File: config.mk
export PLATFORM = sky130hd
export DESIGN_NAME = priority_wait_queue
export DESIGN_NICKNAME = d
export VERILOG_FILES = /design/src/rtl/pwq_pkg.sv /design/src/rtl/pwq_slot_ram.sv /design/src/rtl/pwq_seq.sv /design/src/rtl/priority_wait_queue.sv
export SDC_FILE = /design/constraint.sdc
export NUM_CORES = 1
export LEC_CHECK = 0
export BUFFER_PORTS_ARGS = -buffer_cell sky130_fd_sc_hd__buf_2
export CORE_ASPECT_RATIO = 0.6
export CORE_MARGIN = 2
export CORE_UTILIZATION = 63
export DETAILED_ROUTE_END_ITERATION = 8
export HOLD_SLACK_MARGIN = 0.06
export MAX_ROUTING_LAYER = met4
export PLACE_DENSITY = 0.81
export RECOVER_POWER = 50
export SLEW_MARGIN = 10
export SYNTH_ARGS = -nofsm -noshare
export SYNTH_HDL_FRONTEND = slang
export SYNTH_HIERARCHICAL = 1
export SYNTH_SLANG_ARGS = --single-unit
File: constraint.sdc
create_clock -name clock -period 5.4 [get_ports clock]
set_clock_uncertainty 0.15 [all_clocks]
set_input_delay 0.27 -clock clock [delete_from_list [all_inputs] [get_ports clock]]
set_output_delay 0.27 -clock clock [all_outputs]
set_load 0.05 [all_outputs]
File: src/rtl/pwq_pkg.sv
// pwq_pkg: shared types and constants for the priority wait queue.
// Used by pwq_slot_ram, pwq_seq and priority_wait_queue; no dependencies.
package pwq_pkg;

   localparam int MAX_TASKS_DEF = 16;
   localparam int TASK_IDS      = 16;
   localparam int TID_W         = 4;
   localparam int PRIO_W        = 8;

   localparam logic CMD_INSERT = 1'b0;
   localparam logic CMD_REMOVE = 1'b1;

   typedef struct packed {
      logic [TID_W-1:0]  tid;
      logic [PRIO_W-1:0] prio;
   } pwq_slot_type;

   typedef struct packed {
      logic              accepted;
      logic              front_valid;
      logic [TID_W-1:0]  front_task;
      logic [PRIO_W-1:0] front_priority;
   } pwq_result_type;

   typedef enum logic [2:0] {
      ST_IDLE,
      ST_INS_RD,
      ST_INS_CMP,
      ST_INS_PUT,
      ST_REM_RD,
      ST_REM_CMP,
      ST_DONE
   } pwq_state_type;

endpackage

File: src/rtl/pwq_slot_ram.sv
// pwq_slot_ram: ordered slot store, one write and one registered read per cycle.
// Depends on pwq_pkg for the slot type.
module pwq_slot_ram
   import pwq_pkg::*;
#(
   parameter int DEPTH = MAX_TASKS_DEF,
   parameter int AW    = $clog2(MAX_TASKS_DEF)
) (
   input  logic          clock,
   input  logic          we,
   input  logic [AW-1:0] waddr,
   input  pwq_slot_type  wdata,
   input  logic [AW-1:0] raddr,
   output pwq_slot_type  rdata
);

   pwq_slot_type mem [DEPTH];
   pwq_slot_type rdata_ff;

   always_ff @(posedge clock) begin
      if (we) begin
         mem[waddr] <= wdata;
      end
      rdata_ff <= mem[raddr];
   end

   assign rdata = rdata_ff;

endmodule

File: src/rtl/pwq_seq.sv
// pwq_seq: sequencer walking the slot RAM for insert and remove, with the
// queued flags, fill count and cached front entry. Depends on pwq_pkg, pwq_slot_ram.
module pwq_seq
   import pwq_pkg::*;
#(
   parameter int MAX_TASKS = MAX_TASKS_DEF,
   parameter int AW        = $clog2(MAX_TASKS_DEF),
   parameter int CW        = $clog2(MAX_TASKS_DEF + 1)
) (
   input  logic             clock,
   input  logic             reset,
   input  logic             req_valid,
   output logic             req_ready,
   input  logic             req_cmd,
   input  logic [TID_W-1:0] req_tid,
   input  logic [PRIO_W-1:0] req_prio,
   output logic             res_valid,
   input  logic             res_taken,
   output pwq_result_type   res,
   output logic [CW-1:0]    res_count
);

   pwq_state_type state_ff, state_in;
   logic [CW-1:0] k_ff, k_in;
   logic [CW-1:0] fill_ff, fill_in;
   logic found_ff, found_in;
   logic ok_ff, ok_in;
   logic [TASK_IDS-1:0] queued_ff, queued_in;
   logic [TID_W-1:0] id_ff, id_in;
   logic [PRIO_W-1:0] pri_ff, pri_in;
   pwq_slot_type front_ff, front_in;

   logic [CW-1:0] km1, km2, kp1;
   logic          we;
   logic [AW-1:0] waddr, raddr;
   pwq_slot_type  wdata, rdata;

   pwq_slot_ram #(.DEPTH(MAX_TASKS), .AW(AW)) u_ram (
      .clock (clock),
      .we    (we),
      .waddr (waddr),
      .wdata (wdata),
      .raddr (raddr),
      .rdata (rdata)
   );

   assign km1 = k_ff - CW'(1);
   assign km2 = k_ff - CW'(2);
   assign kp1 = k_ff + CW'(1);

   always_ff @(posedge clock) begin
      if (reset) begin
         state_ff  <= ST_IDLE;
         fill_ff   <= '0;
         queued_ff <= '0;
         ok_ff     <= 1'b0;
         found_ff  <= 1'b0;
         k_ff      <= '0;
      end else begin
         state_ff  <= state_in;
         fill_ff   <= fill_in;
         queued_ff <= queued_in;
         ok_ff     <= ok_in;
         found_ff  <= found_in;
         k_ff      <= k_in;
      end
      id_ff    <= id_in;
      pri_ff   <= pri_in;
      front_ff <= front_in;
   end

   always_comb begin
      state_in  = state_ff;
      k_in      = k_ff;
      fill_in   = fill_ff;
      found_in  = found_ff;
      ok_in     = ok_ff;
      queued_in = queued_ff;
      id_in     = id_ff;
      pri_in    = pri_ff;
      we        = 1'b0;
      waddr     = k_ff[AW-1:0];
      wdata     = rdata;
      raddr     = '0;
      res_valid = 1'b0;
      case (state_ff)
         ST_IDLE: begin
            if (req_valid) begin
               id_in  = req_tid;
               pri_in = req_prio;
               if (req_cmd == CMD_INSERT) begin
                  if (queued_ff[req_tid] || fill_ff == CW'(MAX_TASKS)) begin
                     ok_in    = 1'b0;
                     state_in = ST_DONE;
                  end else begin
                     k_in     = fill_ff;
                     state_in = (fill_ff == '0) ? ST_INS_PUT : ST_INS_RD;
                  end
               end else begin
                  if (!queued_ff[req_tid]) begin
                     ok_in    = 1'b0;
                     state_in = ST_DONE;
                  end else begin
                     k_in     = '0;
                     found_in = 1'b0;
                     state_in = ST_REM_RD;
                  end
               end
            end
         end
         ST_INS_RD: begin
            raddr    = km1[AW-1:0];
            state_in = ST_INS_CMP;
         end
         ST_INS_CMP: begin
            // walk from the tail, moving up every entry that sorts after us
            if (pri_ff < rdata.prio) begin
               we       = 1'b1;
               waddr    = k_ff[AW-1:0];
               wdata    = rdata;
               raddr    = km2[AW-1:0];
               k_in     = km1;
               state_in = (km1 == '0) ? ST_INS_PUT : ST_INS_CMP;
            end else begin
               state_in = ST_INS_PUT;
            end
         end
         ST_INS_PUT: begin
            we               = 1'b1;
            waddr            = k_ff[AW-1:0];
            wdata.tid        = id_ff;
            wdata.prio       = pri_ff;
            queued_in[id_ff] = 1'b1;
            fill_in          = fill_ff + CW'(1);
            ok_in            = 1'b1;
            state_in         = ST_DONE;
         end
         ST_REM_RD: begin
            raddr    = '0;
            state_in = ST_REM_CMP;
         end
         ST_REM_CMP: begin
            // next read issued now; once the match is seen, slide entries down
            raddr = kp1[AW-1:0];
            if (found_ff) begin
               we    = 1'b1;
               waddr = km1[AW-1:0];
               wdata = rdata;
            end else if (rdata.tid == id_ff) begin
               found_in = 1'b1;
            end
            k_in = kp1;
            if (kp1 == fill_ff) begin
               fill_in          = fill_ff - CW'(1);
               queued_in[id_ff] = 1'b0;
               ok_in            = 1'b1;
               state_in         = ST_DONE;
            end
         end
         ST_DONE: begin
            res_valid = 1'b1;
            if (res_taken) begin
               state_in = ST_IDLE;
            end
         end
         default: begin
            state_in = ST_IDLE;
         end
      endcase
   end

   // slot 0 is mirrored here so the front is always at hand
   assign front_in = (we && waddr == '0) ? wdata : front_ff;

   assign req_ready          = (state_ff == ST_IDLE);
   assign res.accepted       = ok_ff;
   assign res.front_valid    = (fill_ff != '0);
   assign res.front_task     = res.front_valid ? front_ff.tid : '0;
   assign res.front_priority = res.front_valid ? front_ff.prio : '0;
   assign res_count          = fill_ff;

`ifndef SYNTH
   a_fill_bound: assert property (@(posedge clock) disable iff (reset)
      fill_ff <= CW'(MAX_TASKS))
      else $error("fill count beyond depth");

   a_flags_match_fill: assert property (@(posedge clock) disable iff (reset)
      $countones(queued_ff) == int'(fill_ff))
      else $error("queued flags disagree with fill count");

   a_dup_insert_rejected: assert property (@(posedge clock) disable iff (reset)
      (state_ff == ST_IDLE && req_valid && req_cmd == CMD_INSERT && queued_ff[req_tid])
      |=> (state_ff == ST_DONE && !ok_ff && $stable(fill_ff)))
      else $error("duplicate insert not rejected");

   a_result_holds: assert property (@(posedge clock) disable iff (reset)
      (state_ff == ST_DONE && !res_taken)
      |=> (state_ff == ST_DONE && $stable(fill_ff) && $stable(ok_ff)))
      else $error("pending result changed");
`endif

endmodule

File: src/rtl/priority_wait_queue.sv
// Priority wait queue: stable priority-ordered list of task ids, one entry per task.
// Rejected ops go straight to the result; an insert walks from the tail, moving entries that
// sort after it toward the tail, then writes it; a remove walks every entry from the front.
// One word at a time: a new request is taken only once the last result has left the sequencer.
// Reset (synchronous): clears queued flags, count, sequencer and output valid;
// slot RAM contents are not cleared. Depends on pwq_pkg, pwq_seq, pwq_slot_ram.
module priority_wait_queue
   import pwq_pkg::*;
#(
   parameter int MAX_TASKS = MAX_TASKS_DEF
) (
   input  logic             clock,
   input  logic             reset,
   input  logic             req_tvalid,
   output logic             req_tready,
   input  logic [15:0]      req_tdata,   // task_id[3:0], priority_req[11:4], zero pad
   input  logic             req_tuser,   // command
   output logic             rsp_tvalid,
   input  logic             rsp_tready,
   // accepted, front_valid, front_task[4], front_priority[8], waiting_count, zero pad
   output logic [((14 + $clog2(MAX_TASKS + 1) + 7) / 8) * 8 - 1:0] rsp_tdata
);

   localparam int AW    = $clog2(MAX_TASKS);
   localparam int CW    = $clog2(MAX_TASKS + 1);
   localparam int RSP_W = ((14 + CW + 7) / 8) * 8;

   logic           res_valid;
   logic           res_taken;
   pwq_result_type res;
   logic [CW-1:0]  res_count;

   logic             rsp_tvalid_ff, rsp_tvalid_in;
   logic [RSP_W-1:0] rsp_tdata_ff, rsp_tdata_in;

   pwq_seq #(.MAX_TASKS(MAX_TASKS), .AW(AW), .CW(CW)) u_seq (
      .clock     (clock),
      .reset     (reset),
      .req_valid (req_tvalid),
      .req_ready (req_tready),
      .req_cmd   (req_tuser),
      .req_tid   (req_tdata[3:0]),
      .req_prio  (req_tdata[11:4]),
      .res_valid (res_valid),
      .res_taken (res_taken),
      .res       (res),
      .res_count (res_count)
   );

   assign res_taken     = res_valid && (!rsp_tvalid_ff || rsp_tready);
   assign rsp_tvalid_in = res_taken || (rsp_tvalid_ff && !rsp_tready);
   assign rsp_tdata_in  = res_taken
      ? RSP_W'({res_count, res.front_priority, res.front_task, res.front_valid, res.accepted})
      : rsp_tdata_ff;

   always_ff @(posedge clock) begin
      if (reset) begin
         rsp_tvalid_ff <= 1'b0;
      end else begin
         rsp_tvalid_ff <= rsp_tvalid_in;
      end
      rsp_tdata_ff <= rsp_tdata_in;
   end

   assign rsp_tvalid = rsp_tvalid_ff;
   assign rsp_tdata  = rsp_tdata_ff;

endmodule

==> Word level (Yosys, flattened, before mapping) <==
Memory sizes are Yosys's and may differ from the RTL's. A register that Yosys moved wholly into a read port is not among the register bits.
Index checks and enable logic that the tools add are counted.
Widths: inputs -> output; s select.
{ "word_totals": {"reg_bits": 75, "mem_bits_rw": 192, "in_bits": 21, "out_inout_bits": 26, "n_memories": 1} }
{ "mem_list": {"columns": ["name", "depth", "word_bits", "read_ports", "rd_ports_with_merged_regs", "wr", "line", "rtl"], "rows": [
  ["u_seq.u_ram.mem", 16, 12, 1, 1, 1, "pwq_slot_ram.sv:17", "pwq_slot_type mem [DEPTH];"]
]} }
{ "op_classes": {"addsub": 5, "order_cmp": 4, "eq_ne": 19, "muxes": 47, "n_bitwise": 3, "reduce_logical": 24} }
{ "op_table": {"columns": ["op", "n"], "rows": [
  ["$pmux 16 s2", 1],
  ["$mux 5", 6],
  ["$pmux 3 s7", 1],
  ["$mux 1", 18],
  ["$mux 3", 6],
  ["$and 16x16->16", 1],
  ["$mux 16", 1],
  ["$not 16->16", 1],
  ["$or 16x16->16", 1],
  ["$pmux 5 s3", 1],
  ["$mux 12", 1],
  ["$mux 4", 3],
  ["$pmux 4 s3", 1],
  ["$add 5x1->5 const B", 2],
  ["$logic_not 5->1", 2],
  ["$lt 4x5->1 const B", 2],
  ["$pmux 5 s2", 1],
  ["$reduce_and 5->1", 2],
  ["$sub 5x1->5 const B", 2],
  ["$eq 3x3->1 const B", 3],
  ["$lt 8x8->1", 1],
  ["$ne 2x1->1 const B", 4],
  ["$eq 3x2->1 const B", 2],
  ["$ne 3x3->1 const B", 2],
  ["other kinds (25)", 37]
]} }

==> Depth between registers and ports, before layout <==
{ "logic_depth": {"ltp_word": 8, "depth_mapped": 12, "depth_no_buf": 10} }

==> Modules after synthesis <==
The synthesis kept the hierarchy.
{ "by_module_without_submodules": {"columns": ["mod", "instances", "cells_per_inst", "area_each_um2", "seq_area_each_um2"], "rows": [
  ["pwq_slot_ram", 1, 329, 7599.8, 6005.8],
  ["pwq_seq", 1, 387, 3477.1, 1341.3],
  ["priority_wait_queue", 1, 30, 666.9, 590.6]
]} }

==> Worst setup path after synthesis <==
No wires, ideal clock.
{ "synth_timing": {"path_type": "flip-flop to flip-flop", "from": "register u_seq.pri_ff[4]", "to": "memory u_seq/u_ram/mem[0][0] (netlist bit), enable pin", "arrival_ns": 2.973, "slack_ns": 1.881, "stages_incl_launch_ff": 9, "path_buffers": 0, "path_cell_list": "edfxtp_1 -> ha_1 -> or4_1 -> a21oi_1 -> o31a_1 -> nand3_1 -> nand3_1 -> or3b_1 -> nor3_1"} }
{ "synth_via": {"elab_chain_len": 5} }
{ "synth_lines": {"columns": ["item", "line", "rtl"], "rows": [
  ["start: declaration", "pwq_seq.sv:30", "logic [PRIO_W-1:0] pri_ff, pri_in;"],
  ["start signal: assignment", "pwq_seq.sv:68", "pri_ff <= pri_in;"],
  ["$lt 8x8->1", "pwq_seq.sv:117", "if (pri_ff < rdata.prio) begin"],
  ["$mux 1", "pwq_seq.sv:117", null],
  ["$pmux 1 s3", "pwq_seq.sv:86", "case (state_ff)"],
  ["net u_seq.we", "pwq_seq.sv:34", "logic we;"],
  ["$mux 1", "pwq_slot_ram.sv:21", "if (we) begin"],
  ["$mux 1 (not written as such)", "pwq_slot_ram.sv:22", "mem[waddr] <= wdata;"],
  ["end: declaration", "pwq_slot_ram.sv:17", null]
]} }
The timed path passes the listed nets, and every way through them passes these cells.

==> Final worst setup path <==
{ "layout_timing": {"from": "register u_seq.pri_ff[4]", "to": "register u_seq/u_ram/rdata[9] (netlist name)"} }
{ "layout_via": {"elab_chain_len": 3} }
{ "layout_lines": {"columns": ["item", "line", "rtl"], "rows": [
  ["$lt 8x8->1", "pwq_seq.sv:117", null],
  ["$mux 4", "pwq_seq.sv:117", null],
  ["$pmux 4 s3", "pwq_seq.sv:86", null],
  ["net u_seq.raddr[1]", "pwq_seq.sv:35", "logic [AW-1:0] waddr, raddr;"]
]} }
The timed path passes the listed nets, and every way through them passes these cells.
A chain may end at the register's enable or synchronous reset.

==> qor.log <==
qor: clocking.clkTransAtPathRegs 70 ps
qor: outcome.violations max-capacitance violations, max-slew violations
qor: floorplanning.placeableCoreArea 18,200 um2
qor: critical_path.r2r-end u_seq/u_ram/rdata[9]
qor: synth.syn_area 11,700 um2
qor: route.drtIter0Drc 1,182
qor: grt.globalRouteOverflowTotal 0
qor: grt.first_pass_grt_wire_length 38,900 um
qor: clocking.clock_tree_from_tritoncts done
qor: outcome.run_status finished with violations
qor: layout.multi_input_area 3530 um2
qor: critical_path.setup.worst_path.start_class register
qor: route.remaining_drc_errors 0
qor: critical_path.cp_cell_sequence ha_1 -> or4_1 -> a21oi_1 -> o31a_1 -> nand3_1 -> o22ai_4 -> mux4_2 -> a22oi_1 -> nand2_1
qor: floorplanning.initial_utilization 64.7%
qor: synth.syn_inst 746
qor: critical_path.worst-endpoint-required 5630 ps
qor: grt.first_global_vias 6,594
qor: hold_path.hold_path.class in2reg
qor: floorplanning.row_count 38
qor: critical_path.arrival 4440 ps
qor: route.final_antenna_net_count 0
qor: power_and_ir_drop.max-vdd-ir-drop 383 uV
qor: sta.report.final.setup_viol 0
qor: critical_path.crit-reg2reg-launch u_seq/pri_ff[4]
qor: layout.layout-drive-gt1-share 13.9%
qor: synth.synth-warning-count 6
qor: grt.grt_max_degree 49
qor: synth.synth_edf_count 235
qor: synth.synth_flop_cell sky130_fd_sc_hd__edfxtp_1
qor: sta.max_slew_vio_count 90
qor: clocking.clock_tree.buffer_depth 3
qor: placed_design.place.port_buffers 37
qor: sta.worst_margin_pin_slew 2320 ps
qor: sta.timing_hold_violations_final 0
qor: sta.grt_setup_unrepaired no
qor: critical_path.timing.reg2reg.worst_path_depth 9
qor: synth.synth.ff_latch_count 279
qor: hold_path.worstHoldStart req_tvalid
qor: layout.filler_cell_count 1,125
qor: placed_design.place.detailed.hpwl 16,100 um
qor: floorplanning.die_width 180 um
qor: route.wl_per_cell 24.6 um
qor: layout.seq_area 7940 um2
qor: critical_path.cp_slowest_stage_delay 970 ps
qor: floorplanning.die_height 110 um
qor: sta.maxSlewHeadroom -56.0%
qor: clocking.htreeDepth 1
qor: sta.post_route_setup_tns 0 ps
qor: power_and_ir_drop.power_leakage 4.39 nW
qor: critical_path.critPathSlowestCell sky130_fd_sc_hd__o22ai_4
qor: clocking.total_cts_buffers 24
qor: hold_path.timing.hold.worst_path_depth 4
qor: synth.synth-seq-area-share 67.6%
qor: grt.groute.usage.overall 27.4%
qor: route.drt_pre_antenna_iters 6
qor: sta.timing.final.crit_period 4200 ps
qor: placed_design.gp_congestion 0.935
qor: clocking.post-cts-setup-buffer-count 0
qor: floorplanning.floorplan.io_pins 47
qor: power_and_ir_drop.power_per_cell_area 562 nW/um2
qor: critical_path.worst_case_register_to_register_setup_slack 1200 ps
qor: route.num_vias 7,027
qor: run.max-cap-violations 5
qor: grt.antenna_found_initial 0
qor: critical_path.timing_worst_setup_path_type reg2reg
qor: clocking.clock_sink_count 279
qor: critical_path.setup.worst_path.end_class register
qor: sta.max_clock_freq 238 MHz
qor: layout.flow.area_growth_from_synthesis 11.2%
qor: route.totalWireLength 26,200 um
qor: synth.netlist-cell-type-count 66
qor: route.detail_route.vias_per_cell 6.60
qor: power_and_ir_drop.total_power 7.34 mW
qor: synth.syn_avg_cell_area 15.7 um2
qor: layout.finalNetCount 843
qor: clocking.ctsRootBufferMaster sky130_fd_sc_hd__clkbuf_16
qor: sta.layout_worst_path_cycle_share 77.8%
qor: hold_path.worstHoldEndpoint u_seq/state_ff[2]
qor: critical_path.startpoint_of_the_most_critical_setup_path u_seq/pri_ff[4]
qor: clocking.clkLatencyLatePin 520 ps
qor: critical_path.worst-path-max-fanout 32
qor: floorplanning.floorplan.die_area 19,800 um2
qor: synth.async_reset_ff_share 0%
==> cell families (layout without fill, tap and decap cells) <==
kind of cell | count (synthesis) | count (layout) | share of synthesized area (%)
flip-flops | 279 | 279 | 67.6
AND/OR/NAND/NOR | 183 | 183 | 7.73
AO/OA/AOI/OAI | 123 | 123 | 6.90
buffers and inverters | 61 | 134 | 2.76
multiplexers | 57 | 57 | 11.1
XOR/XNOR | 25 | 25 | 1.99
adder cells (fa/ha/maj) | 17 | 17 | 1.88
other | 1 | 6 | 0.0319
==> worst max path at each step <==
stage,end,cells past startpoint,slack [ps]
2_1_floorplan,u_seq/u_ram/mem[0][0],8,1880
3_3_place_gp,u_seq/u_ram/rdata[8],9,1380
3_5_place_dp,u_seq/u_ram/rdata[4],9,1280
4_1_cts,u_seq/u_ram/rdata[4],9,1270
5_1_grt,u_seq/u_ram/rdata[9],9,960
6_report,u_seq/u_ram/rdata[9],9,1200
==> critical path: cells and delay by family, from the launching register on <==
kind / cells / cell delay (ps)
AO/OA/AOI/OAI: 4 / 1880
AND/OR/NAND/NOR: 3 / 950
multiplexers: 1 / 440
flip-flops: 1 / 400
adder cells (fa/ha/maj): 1 / 230
==> placed cells by master, fill, tap and decap left out, drive strengths merged, types with 10 or more instances in the layout <==
cell         count
ha              16
nor3            23
a21oi           32
a22oi           24
xor2            11
nand3           11
nand2b          10
clkbuf          58
o21ai           17
xnor2           13
nand2           65
dlygate4sd3     14
o22ai           20
nor2b           19
nor2            26
inv             16
dfxtp           44
buf             34
edfxtp         235
mux4            53
==> layout make-up <==
type	count	share of cell area, %
diodes	1	0.0192
clock buffers	33	5.02
clock inverters	11	0.776
inverters	17	0.489
multi-input cells	410	27.0
flip-flops and latches	279	60.8
well taps	240	2.30
repair buffers	73	3.61
==> per-layer routing <==
metal | global-route usage [%] | part of all wire, %
met1 | 40.6 | 42
met2 | 39.0 | 44
met3 | 7.59 | 13
met4 | 5.07 | 1.3
met5 | - | 0
==> per-stage QoR <==
step / instance area, um2 / hold slack, ps / instances / utilization [%] / setup WS (ps)
floorplan: 11800 / 182 / 750 / - / 1880
global placement: 12200 / 264 / 1005 / 67.2 / 1380
detailed placement: 12200 / 270 / 1005 / 67.2 / 1280
CTS: 13100 / 81.4 / 1063 / 72.2 / 1270
global route: 13100 / 114 / 1063 / 71.9 / 961
finish: 13100 / 107 / 1064 / 71.9 / 1200
==> repair_timing <==
action / CTS / global route
resized for setup: 0 / 0
hold endpoints to repair: 14 / 0
hold buffers: 14 / 0
==> power by group <==
group / total (mW) / switching (mW) / internal [mW]
clock network: 1.68 / 0.739 / 0.945
registers: 3.13 / 0.200 / 2.93
logic: 2.53 / 1.62 / 0.910
==> registers in the layout, summed over array words and instances, names as in the netlist, 3 cells and up, named ones only <==
| signal | flops |
|---|---|
| u_seq/u_ram/mem | 192 |
| rsp_tdata | 19 |
| u_seq/front_ff | 12 |
| u_seq/u_ram/rdata | 12 |
| u_seq/pri_ff | 8 |
| u_seq/k_ff | 5 |
| u_seq/res_count | 5 |
| u_seq/id_ff | 4 |
| u_seq/state_ff | 3 |
==> synth_stat cells, drive strengths merged, types with 2 or more instances <==
cell    count  area (um2)
and2        4        28.8
or2         4        25.0
mux4       53        1260
a21oi      32         164
nor2       26        97.6
or3b        2        17.5
buf        23         175
clkbuf     20        75.1
a21bo       2        20.0
a311oi      3        26.3
nor3b       3        22.5
o22ai      20         125
a31oi       3        25.0
nand3      11        55.1
nand2      65         244
dfxtp      44         881
a221o       2        20.0
a21o        4        30.0
a211oi      6        50.1
a22oi      24         180
o21ai      17        85.1
nand3b      2        15.0
nor4        6        37.5
nand2b     10        70.1
nor2b      19         119
xor2       11        96.3
xnor2      13         114
nor3       23         115
and3b       2        17.5
mux2i       4        40.0
ha         16         200
edfxtp    235        7060
or3         3        18.8
inv        16        60.1
No activity file was read; power rests on OpenSTA's default activity.
